### config.mk
export PLATFORM = sky130hd
export DESIGN_NAME = utf8_to_utf16_transcoder
export DESIGN_NICKNAME = d
export VERILOG_FILES = /design/src/rtl/u8u16_pkg.sv /design/src/rtl/u8u16_decode.sv /design/src/rtl/u8u16_out.sv /design/src/rtl/utf8_to_utf16_transcoder.sv
export SDC_FILE = /design/constraint.sdc
export NUM_CORES = 1
export LEC_CHECK = 0
export ABC_AREA = 0
export BUFFER_PORTS_ARGS = -buffer_cell sky130_fd_sc_hd__buf_2
export CORE_ASPECT_RATIO = 1.5
export CORE_UTILIZATION = 50
export CTS_CLUSTER_SIZE = 10
export DETAILED_ROUTE_END_ITERATION = 6
export HOLD_SLACK_MARGIN = 0.15
export PLACE_DENSITY = 0.66
export SLEW_MARGIN = 10
export SYNTH_ARGS = -nofsm -noshare
export SYNTH_HDL_FRONTEND = slang
export SYNTH_SLANG_ARGS = --single-unit
### constraint.sdc
create_clock -name clk -period 20.7 [get_ports clk]
set_input_delay 4.14 -clock clk [delete_from_list [all_inputs] [get_ports clk]]
set_output_delay 4.14 -clock clk [all_outputs]
set_load 0.02 [all_outputs]
### src/rtl/u8u16_pkg.sv
// Shared types, constants and helpers of the UTF-8 to UTF-16 transcoder.
package u8u16_pkg;

	localparam int unsigned MAX_RES = 3;

	localparam logic [15:0] REPL_CHAR = 16'hFFFD;
	localparam logic [15:0] HI_SURR   = 16'hD800;
	localparam logic [15:0] LO_SURR   = 16'hDC00;
	localparam logic [25:0] SUPP_BASE = 26'h0010000;
	localparam logic [15:0] CAP_RESET = 16'hFFFF;

	localparam logic [7:0] LEAD2_MASK = 8'hE0;
	localparam logic [7:0] LEAD2_PAT  = 8'hC0;
	localparam logic [7:0] LEAD3_MASK = 8'hF0;
	localparam logic [7:0] LEAD3_PAT  = 8'hE0;
	localparam logic [7:0] LEAD4_MASK = 8'hF8;
	localparam logic [7:0] LEAD4_PAT  = 8'hF0;

	// Sequence length codes
	localparam logic [2:0] LEN_BAD = 3'd0;
	localparam logic [2:0] LEN_1   = 3'd1;
	localparam logic [2:0] LEN_2   = 3'd2;
	localparam logic [2:0] LEN_3   = 3'd3;
	localparam logic [2:0] LEN_4   = 3'd4;

	// Per-string decoder state
	typedef struct packed {
		logic [1:0]  pcnt;
		logic [15:0] ucnt;
		logic        ovf;
	} dec_state_t;

	// Result set of one input byte
	typedef struct packed {
		logic [1:0]  n_units;
		logic [15:0] base;
		logic        ovf;
	} res_info_t;

	function automatic logic [2:0] seq_len(input logic [7:0] b);
		logic [2:0] n;
		if (!b[7])
			n = LEN_1;
		else if ((b & LEAD2_MASK) == LEAD2_PAT)
			n = LEN_2;
		else if ((b & LEAD3_MASK) == LEAD3_PAT)
			n = LEN_3;
		else if ((b & LEAD4_MASK) == LEAD4_PAT)
			n = LEN_4;
		else
			n = LEN_BAD;
		return n;
	endfunction

endpackage

### src/rtl/u8u16_decode.sv
// Combinational decode of pending bytes plus one new byte into up to three code units.
module u8u16_decode import u8u16_pkg::*; (
	input  logic [7:0]  in_byte,
	input  logic        last_byte,
	input  logic [7:0]  pend [3],
	input  dec_state_t  cur,
	input  logic [15:0] capacity,
	output logic [7:0]  pend_nx [3],
	output dec_state_t  nxt,
	output res_info_t   info,
	output logic [15:0] unit [MAX_RES]
);

	logic [7:0]  bytes [4];
	logic [2:0]  len;
	logic [16:0] diff;
	logic [2:0]  room;
	logic [2:0]  pos;
	logic [2:0]  need;
	logic [2:0]  sum;
	logic [1:0]  e;
	logic [1:0]  keep;
	logic        done;
	logic        ovf;
	logic [7:0]  b0, b1, b2, b3;
	logic [25:0] cp;
	logic [15:0] v0, v1;
	logic        em0, em1;

	always_comb begin
		len = {1'b0, cur.pcnt} + 3'd1;
		for (int k = 0; k < 4; k++) begin
			if (3'(k) < {1'b0, cur.pcnt})
				bytes[k] = (k < 3) ? pend[k[1:0] == 2'd3 ? 2'd0 : k[1:0]] : 8'h00;
			else if (3'(k) == {1'b0, cur.pcnt})
				bytes[k] = in_byte;
			else
				bytes[k] = 8'h00;
		end

		// room left, saturated at 7 (enough for three units per byte)
		diff = {1'b0, capacity} - {1'b0, cur.ucnt};
		if (diff[16])
			room = 3'd0;
		else if (diff[15:0] > 16'd7)
			room = 3'd7;
		else
			room = diff[2:0];

		pos  = 3'd0;
		e    = 2'd0;
		keep = 2'd0;
		done = 1'b0;
		ovf  = cur.ovf;
		for (int i = 0; i < MAX_RES; i++)
			unit[i] = 16'h0000;

		// at most four sequences fit in four bytes
		for (int s = 0; s < 4; s++) begin
			b0   = bytes[pos[1:0]];
			b1   = bytes[2'(pos + 3'd1)];
			b2   = bytes[2'(pos + 3'd2)];
			b3   = bytes[2'(pos + 3'd3)];
			need = seq_len(b0);
			sum  = pos + need;
			cp   = 26'(({b0[2:0], b1[5:0], b2[5:0], b3[5:0]}) - SUPP_BASE);
			em0  = 1'b0;
			em1  = 1'b0;
			v0   = REPL_CHAR;
			v1   = 16'h0000;
			if (!done && pos < len) begin
				if (room <= {1'b0, e}) begin
					ovf  = 1'b1;
					done = 1'b1;
				end else if (need == LEN_BAD) begin
					em0 = 1'b1;
					pos = pos + 3'd1;
				end else if (sum > len) begin
					if (!last_byte) begin
						keep = 2'(len - pos);
						done = 1'b1;
					end else begin
						em0 = 1'b1;
						pos = pos + 3'd1;
					end
				end else begin
					case (need)
						LEN_1: begin
							em0 = 1'b1;
							v0  = {8'h00, b0};
						end
						LEN_2: begin
							em0 = 1'b1;
							v0  = {5'b0, b0[4:0], b1[5:0]};
						end
						LEN_3: begin
							em0 = 1'b1;
							v0  = {b0[3:0], b1[5:0], b2[5:0]};
						end
						default: begin
							// surrogate pair, dropped whole when only one slot is left
							if (room > {1'b0, e} + 3'd1) begin
								em0 = 1'b1;
								em1 = 1'b1;
								v0  = HI_SURR + cp[25:10];
								v1  = LO_SURR + {6'b0, cp[9:0]};
							end
						end
					endcase
					pos = sum;
				end
			end
			if (em0 && e < 2'(MAX_RES)) begin
				unit[e] = v0;
				e = e + 2'd1;
			end
			if (em1 && e < 2'(MAX_RES)) begin
				unit[e] = v1;
				e = e + 2'd1;
			end
		end

		for (int k = 0; k < 3; k++)
			pend_nx[k] = bytes[2'(pos + 3'(k))];

		info.n_units = e;
		info.base    = cur.ucnt;
		info.ovf     = ovf;

		nxt.pcnt = last_byte ? 2'd0 : keep;
		nxt.ucnt = last_byte ? 16'd0 : cur.ucnt + {14'b0, e};
		nxt.ovf  = last_byte ? 1'b0 : ovf;
	end

endmodule

### src/rtl/u8u16_out.sv
// Result register: holds one byte's result set and hands it out one word per cycle while m_axis_tready is high.
module u8u16_out import u8u16_pkg::*; (
	input  logic        clk,
	input  logic        arst_n,
	input  logic        load,
	input  res_info_t   info,
	input  logic [15:0] unit [MAX_RES],
	output logic        can_load,
	output logic        m_axis_tvalid,
	input  logic        m_axis_tready,
	output logic [39:0] m_axis_tdata,  // code_unit[15:0], units_written[31:16], overflow[32]
	output logic        m_axis_tuser,  // unit_valid
	output logic        m_axis_tlast   // run_end
);

	logic        valid_q;
	logic [1:0]  ptr_q;
	res_info_t   info_q;
	logic [15:0] unit_q [MAX_RES];
	logic        take;
	logic        at_end;
	logic        has_units;
	logic [15:0] code;
	logic [15:0] wr_cnt;

	assign has_units = (info_q.n_units != 2'd0);
	assign at_end    = !has_units || (ptr_q == info_q.n_units - 2'd1);
	assign take      = valid_q && m_axis_tready;
	assign can_load  = !valid_q || (take && at_end);

	assign code   = has_units ? unit_q[ptr_q] : 16'h0000;
	assign wr_cnt = info_q.base + (has_units ? {14'b0, ptr_q} + 16'd1 : 16'd0);

	assign m_axis_tvalid = valid_q;
	assign m_axis_tdata  = {7'b0, info_q.ovf, wr_cnt, code};
	assign m_axis_tuser  = has_units;
	assign m_axis_tlast  = at_end;

	always_ff @(posedge clk or negedge arst_n) begin
		if (!arst_n) begin
			valid_q <= 1'b0;
			ptr_q   <= 2'd0;
		end else if (load) begin
			valid_q <= 1'b1;
			ptr_q   <= 2'd0;
		end else if (take && at_end) begin
			valid_q <= 1'b0;
		end else if (take) begin
			ptr_q <= ptr_q + 2'd1;
		end
	end

	always_ff @(posedge clk) begin
		if (load) begin
			info_q <= info;
			unit_q <= unit;
		end
	end

	a_ptr_range: assert property (@(posedge clk) disable iff (!arst_n)
		valid_q && has_units |-> ptr_q < info_q.n_units)
		else $error("result pointer past unit count");

	a_ptr_step: assert property (@(posedge clk) disable iff (!arst_n)
		take && !at_end && !load |=> ptr_q == $past(ptr_q) + 2'd1)
		else $error("result pointer did not advance");

	a_load_ok: assert property (@(posedge clk) disable iff (!arst_n)
		load |-> can_load)
		else $error("result register overwritten while busy");

endmodule

### src/rtl/utf8_to_utf16_transcoder.sv
// Top level of the UTF-8 to UTF-16 transcoder: input register, string state, result stage.
//
// Streams one UTF-8 string in as bytes (s_axis_tlast marks its final byte) and returns
// UTF-16 code units. Every accepted byte yields a result set of one to three words:
// a status-only word (tuser low) when the byte completes nothing, otherwise one word per
// emitted unit; tlast marks the final word of each byte's set. Words carry the running
// unit count of the string and the overflow flag. Throughput is one byte per cycle while
// each byte yields a single word and the receiver is ready; a byte yielding more than one
// word holds the result register, which hands out one word per cycle, until all are taken.
// Each byte goes through the input register, then the result register. Lead
// bytes pick the sequence length, continuation bytes are not checked, truncated
// sequences at end of string and stray bytes give U+FFFD, four-byte values become a
// surrogate pair (dropped whole if only one slot remains). Output stops at the capacity
// register (reset 65535); overflow is set if bytes remain once it is reached. Write
// capacity only while the block is idle. String state clears after the last byte.
module utf8_to_utf16_transcoder import u8u16_pkg::*; (
	input  logic        clk,
	input  logic        arst_n,
	// capacity register write
	input  logic        cfg_valid,
	output logic        cfg_ready,
	input  logic [15:0] cfg_data,
	// byte stream in
	input  logic        s_axis_tvalid,
	output logic        s_axis_tready,
	input  logic [7:0]  s_axis_tdata,   // in_byte[7:0]
	input  logic        s_axis_tlast,   // last_byte
	// code unit stream out
	output logic        m_axis_tvalid,
	input  logic        m_axis_tready,
	output logic [39:0] m_axis_tdata,   // code_unit[15:0], units_written[31:16], overflow[32]
	output logic        m_axis_tuser,   // unit_valid
	output logic        m_axis_tlast    // run_end
);

	logic        valid_s1;
	logic [7:0]  byte_s1;
	logic        last_s1;

	logic [15:0] cap_q;
	logic [7:0]  pend_q [3];
	dec_state_t  st_q;

	logic [7:0]  pend_nx [3];
	dec_state_t  st_nx;
	res_info_t   info;
	logic [15:0] unit [MAX_RES];
	logic        can_load;
	logic        adv;

	// the byte in the input register moves into the result register
	assign adv           = valid_s1 && can_load;
	assign s_axis_tready = !valid_s1 || can_load;
	assign cfg_ready     = 1'b1;

	always_ff @(posedge clk or negedge arst_n) begin
		if (!arst_n) begin
			valid_s1 <= 1'b0;
			cap_q    <= CAP_RESET;
			st_q     <= '0;
		end else begin
			if (s_axis_tready)
				valid_s1 <= s_axis_tvalid;
			if (cfg_valid && cfg_ready)
				cap_q <= cfg_data;
			if (adv)
				st_q <= st_nx;
		end
	end

	// payload, no reset; pending bytes are only read below the pending count
	always_ff @(posedge clk) begin
		if (s_axis_tvalid && s_axis_tready) begin
			byte_s1 <= s_axis_tdata;
			last_s1 <= s_axis_tlast;
		end
		if (adv)
			pend_q <= pend_nx;
	end

	u8u16_decode u_decode (
		.in_byte   (byte_s1),
		.last_byte (last_s1),
		.pend      (pend_q),
		.cur       (st_q),
		.capacity  (cap_q),
		.pend_nx   (pend_nx),
		.nxt       (st_nx),
		.info      (info),
		.unit      (unit)
	);

	u8u16_out u_out (
		.clk           (clk),
		.arst_n        (arst_n),
		.load          (adv),
		.info          (info),
		.unit          (unit),
		.can_load      (can_load),
		.m_axis_tvalid (m_axis_tvalid),
		.m_axis_tready (m_axis_tready),
		.m_axis_tdata  (m_axis_tdata),
		.m_axis_tuser  (m_axis_tuser),
		.m_axis_tlast  (m_axis_tlast)
	);

	a_end_clear: assert property (@(posedge clk) disable iff (!arst_n)
		adv && last_s1 |=> st_q.pcnt == 2'd0 && st_q.ucnt == 16'd0 && !st_q.ovf)
		else $error("string state not cleared after last byte");

	a_status_last: assert property (@(posedge clk) disable iff (!arst_n)
		m_axis_tvalid && !m_axis_tuser |-> m_axis_tlast)
		else $error("status-only word not marked as end of set");

	a_hold_state: assert property (@(posedge clk) disable iff (!arst_n)
		!adv |=> st_q == $past(st_q))
		else $error("string state changed without a byte");

endmodule

==> impl_metrics.ini, run 1 <==
[outcome]
status = finished clean

[hold_path]
hold_path_startpoint = st_q[15]
worst_hold_path.endpoint = u_out.info_q[15]
hold_path_class = reg2reg
hold_path_depth = 0

[critical_path]
required_ps = 21040
worstSetupPathType = reg2reg
worst_setup_path_start_kind = flip-flop
cp_slowest_stage_delay_ps = 730
cp.arrival_ps = 19570
end_kind = flip-flop
r2r_start = st_q[18]
cpMostUsedCell = ha_1
reg2reg_to = st_q[15]
crit_fanout = 16
rr_worst_depth = 83
r2r_slack_ps = 1470
crit_slowest_cell = dfrtp_1

[clocking]
cts_buffers = 17
insertion_delay_ps = 480
h-tree-depth = 4
clockBufferDepth = 2
cts.clk_slew.worst_paths_ps = 70
cts_hold_buf = 0
ctsRootBufferMaster = clkbuf_16
cts_sinks = 139
cts_tree = built

[synthesis]
synth_top_area_cell = edfxtp_1
ys_seq_elements = 139
synth_compound_gate_area_share_pct = 26.0
netlist_top_cells_area = edfxtp_1 18%, mux2i_1 11%, ha_1 7.4%
syn_inst = 2116
synth_commonest_cells = 228 x nor2_1, 210 x a21oi_1, 202 x nand2_1
synth_top_family_by_area = compound AO/OA/AOI/OAI gates
post-synth-top-count-cell = nor2_1
synth_simple_gate_area_share_pct = 17.9
yosys.area.top_type_share_pct = 17.9
synth_area_per_cell_um2 = 7.93
synth-async-reset-ratio_pct = 28.1
synth_cell_types = 100
synth-adder-area-share_pct = 8.09
yosys_warnings = 0
synth_edf_count = 100
synthMuxAreaShare_pct = 15.0
netlist_area_um2 = 16800
synthXorXnorAreaFrac_pct = 2.97
synthFlopType = edfxtp_1
yosysSeqAreaShare_pct = 23.8

[floorplan]
io_pins = 75
placement_rows = 81
coreArea_um2 = 32800
die_x_um = 152
die_y_um = 226
initial_core_util_pct = 51.1
dieArea_um2 = 34300

[sta]
rsz0062_at_grt = false
fin_skew_ps = 19.6
setup_tns_ps = 0
fmax_ghz = 0.0520
drv_slew = 0
hold_viol = 0
post-route-period-util_pct = 92.9
setup_slack_ps = 1470
setup_viol = 0
max_slew_margin_pct = 16.5
worst_pin_slew_ps = 1250
period_minus_slack_ps = 19230

[grt]
antenna_found_initial = 0
grt_pass1_vias = 16240
grt_max_degree = 74
grt_overflow = 0
grt_pass1_wl_mm = 100
globalRouteTotalUtil_pct = 40.2

[drt]
drt_wl_total_mm = 68.0
via_per_inst = 6.63
wire_per_inst_um = 26.5
drcViolationCount = 0
ant_nets = 0
vias = 16995
drtPass1Iterations = 6
drt_iter0_drc = 1793

[job]
cap_violations = 0

[finish]
nets = 2271
drive_above_1_share_pct = 13.0
area_delta_synth_final_pct = 8.00
num_antenna_cells = 0

[placed_design]
pre_cts_ws_ps = 1240
dp_hpwl_mm = 53.4
gp_congestion = 1.07
port_buffers = 66
## metrics by stage
stage | area [um^2] | cells | hold WS [ps] | util (%)
after floorplan | 16800 | 2122 | 446 | -
after global placement | 17500 | 2530 | 461 | 53.4
after detailed placement | 17500 | 2530 | 468 | 53.4
after CTS | 18100 | 2562 | 485 | 55.1
after global routing | 18100 | 2564 | 513 | 55.2
final | 18100 | 2564 | 484 | 55.2
## state kept, by name, indices dropped and copies added (netlist names)
name,count
u_out.unit_q,48
valid_s1,1
pend_q,24
last_s1,1
u_out.m_axis_tvalid,1
byte_s1,8
st_q,19
cap_q,16
u_out.info_q,18
u_out.m_axis_tdata,1
u_out.ptr_q,2
## cells in the final DEF, fill, tap and decap left out, types with 39 or more instances in the layout
master	instances
o21ai_0	146
mux2_2	39
nor3_1	40
o211ai_1	43
inv_1	87
buf_4	72
nor2_1	226
ha_1	99
nand3_1	46
a21oi_1	210
mux2i_1	183
a211oi_1	55
nand2_1	201
xnor2_1	40
buf_2	66
edfxtp_1	100
## worst max-delay path by stage
stage | slack [ps] | startpoint | cells after the start | end
2_1_floorplan | 2960 | st_q[18] | 87 | st_q[15]
5_1_grt | 70 | st_q[18] | 84 | st_q[15]
6_report | 1470 | st_q[18] | 83 | st_q[15]
4_1_cts | 1160 | st_q[17] | 81 | st_q[15]
3_5_place_dp | 1240 | st_q[17] | 81 | st_q[15]
3_3_place_gp | 1790 | st_q[17] | 81 | st_q[15]
## layout make-up
class                   count  area, um^2
clock buffers              17         425
fillers                  3143       14700
multi-input cells        1745       11800
flip-flops and latches    139        4000
repair buffers            138         871
well taps                 415         519
clock inverters            15         151
inverters                  95         365
## cell families after synthesis
group	count (synthesis)
adder cells (fa/ha/maj)	105
buffers and inverters	238
other	2
multiplexers	235
AND/OR/NAND/NOR	658
XOR/XNOR	57
AO/OA/AOI/OAI	682
flip-flops	139
## critical path: cells and delay by family, from the launching register on
kind | cells | cell delay [ps]
AND/OR/NAND/NOR | 27 | 5410
XOR/XNOR | 6 | 1070
buffers and inverters | 13 | 1950
multiplexers | 4 | 1400
flip-flops | 1 | 730
AO/OA/AOI/OAI | 20 | 4570
adder cells (fa/ha/maj) | 13 | 3920
## layer usage
metal | up-vias | routed length (um) | track usage, %
li1 | 7851 | - | -
met1 | 7993 | 24600 | 44.0
met2 | 885 | 32700 | 68.0
met3 | 266 | 4450 | 6.18
met4 | 0 | 6220 | 32.4
met5 | - | 0 | 0
## timing repair
action | 4_1_cts | 5_1_grt
setup endpoints to repair | 0 | 8
resized for setup | 0 | 5
buffers inserted | 0 | 2
Power of run 1 is not shown: default switching activity piles up to over one toggle a cycle in this logic, so the estimate is an artifact.
==> run 2: changes to the inputs <==
--- a/config.mk
+++ b/config.mk
@@ -12,6 +12,7 @@
 export CTS_CLUSTER_SIZE = 10
 export DETAILED_ROUTE_END_ITERATION = 6
 export HOLD_SLACK_MARGIN = 0.15
+export MAX_ROUTING_LAYER = met4
 export PLACE_DENSITY = 0.66
 export SLEW_MARGIN = 10
 export SYNTH_ARGS = -nofsm -noshare
==> impl_metrics.ini, run 2 (synthesis results as in run 1) <==
[grt]
grt_max_degree = 74
antenna_found_initial = 1
globalRouteTotalUtil_pct = 42.2
grt_overflow = 0
grt_pass1_vias = 16641
grt_pass1_wl_mm = 102

[drt]
ant_nets = 0
wire_per_inst_um = 27.0
via_per_inst = 6.67
drtPass1Iterations = 7
drcViolationCount = 2
drt_iter0_drc = 1600
drt_wl_total_mm = 69.4
vias = 17161

[sta]
setup_viol = 0
period_minus_slack_ps = 19400
setup_slack_ps = 1300
hold_viol = 0
post-route-period-util_pct = 93.7
fin_skew_ps = 16.6
worst_pin_slew_ps = 1220
drv_slew = 0
setup_tns_ps = 0
max_slew_margin_pct = 18.6
rsz0062_at_grt = false
fmax_ghz = 0.0516

[clocking]
ctsRootBufferMaster = clkbuf_16
cts_hold_buf = 0
cts_sinks = 139
cts.clk_slew.worst_paths_ps = 80
clockBufferDepth = 2
h-tree-depth = 4
insertion_delay_ps = 470
cts_buffers = 17
cts_tree = built

[critical_path]
worst_setup_path_start_kind = flip-flop
end_kind = flip-flop
crit_slowest_cell = dfrtp_1
cp_num_buf_inv = 15
path_delay_family = simple AND/OR/NAND/NOR gates
cp_slowest_stage_delay_ps = 560
required_ps = 21020
crit_fanout = 16
worstSetupPathType = reg2reg
cpMostUsedCell = ha_1
cp.arrival_ps = 19720

[floorplan]
placement_rows = 81
io_pins = 75
coreArea_um2 = 32800
dieArea_um2 = 34300
die_y_um = 226
initial_core_util_pct = 51.1
die_x_um = 152

[outcome]
status = finished with violations
violations = design-rule violations

[hold_path]
hold_path_class = reg2reg

[finish]
final_common_cell = nor2_1
largest_reg_flops = 48
final_cells = 2572
final_cell_mix = 225 x nor2_1, 210 x a21oi_1, 202 x nand2_1, 183 x mux2i_1, 146 x o21ai_0
nets = 2278
ff_latch_area_um2 = 4000
drive_above_1_share_pct = 13.5
reg_top3 = u_out.unit_q: 48 flops, pend_q: 24 flops, st_q: 19 flops
largest_register = u_out.unit_q
area_delta_synth_final_pct = 8.56
multi_input_area_um2 = 11800
fillers = 3085

[placed_design]
gp_congestion = 1.13
dp_hpwl_mm = 54.4
port_buffers = 66
pre_cts_ws_ps = 757
dp.cells = 2534

[job]
cap_violations = 0
-- run 2: worst paths after layout --
path | end | slack (ps) | depth (start not counted) | startpoint
min in group asynchronous | st_q[0] | 3820 | 1 | arst_n
worst max register to register | st_q[15] | 1300 | 83 | st_q[17]
worst min-delay path | u_out.info_q[4] | 510 | 0 | st_q[4]
worst min register to register | u_out.info_q[4] | 510 | 0 | st_q[4]
max in group asynchronous | st_q[18] | 16240 | 1 | arst_n
worst max-delay path | st_q[15] | 1300 | 83 | st_q[17]
-- run 2: layout make-up --
class                      count  area share, %
clock buffer                  17           2.33
multi-input combinational   1745           64.9
tap                          415           2.85
inverter                      95           2.00
clock inverter                15          0.927
antenna                        1         0.0137
sequential                   139           21.9
timing repair buffer         145           5.07
-- run 2: what timing repair did --
action	in CTS	in global routing
resized for setup	0	9
endpoints found under the setup margin	0	10
buffers inserted	0	5
-- run 2: routing by layer --
| metal | global-route usage [%] | share of wire, % | vias up |
|---|---|---|---|
| li1 | - | - | 7882 |
| met1 | 43.8 | 36 | 8072 |
| met5 | - | 0 | - |
| met2 | 69.3 | 48 | 920 |
| met4 | 34.2 | 9.1 | 0 |
| met3 | 7.55 | 7.1 | 287 |
-- run 2: worst reg2reg max path, delay by kind of cell (launching register included) --
family                   cells  cell delay (ps)
AND/OR/NAND/NOR             27             6540
flip-flops                   1              560
XOR/XNOR                     5              820
buffers and inverters       15             2190
adder cells (fa/ha/maj)     13             3880
AO/OA/AOI/OAI               20             4470
multiplexers                 3              780
-- run 2: metrics by stage --
stage / utilization [%] / instance area (um^2) / hold WS (ps)
after global routing: 55.5 / 18200 / 523
after CTS: 55.3 / 18100 / 507
after floorplan: - / 16800 / 446
after detailed placement: 53.4 / 17500 / 493
after global placement: 53.4 / 17500 / 468
final: 55.5 / 18200 / 515
Power of run 2 is left out for the same reason.
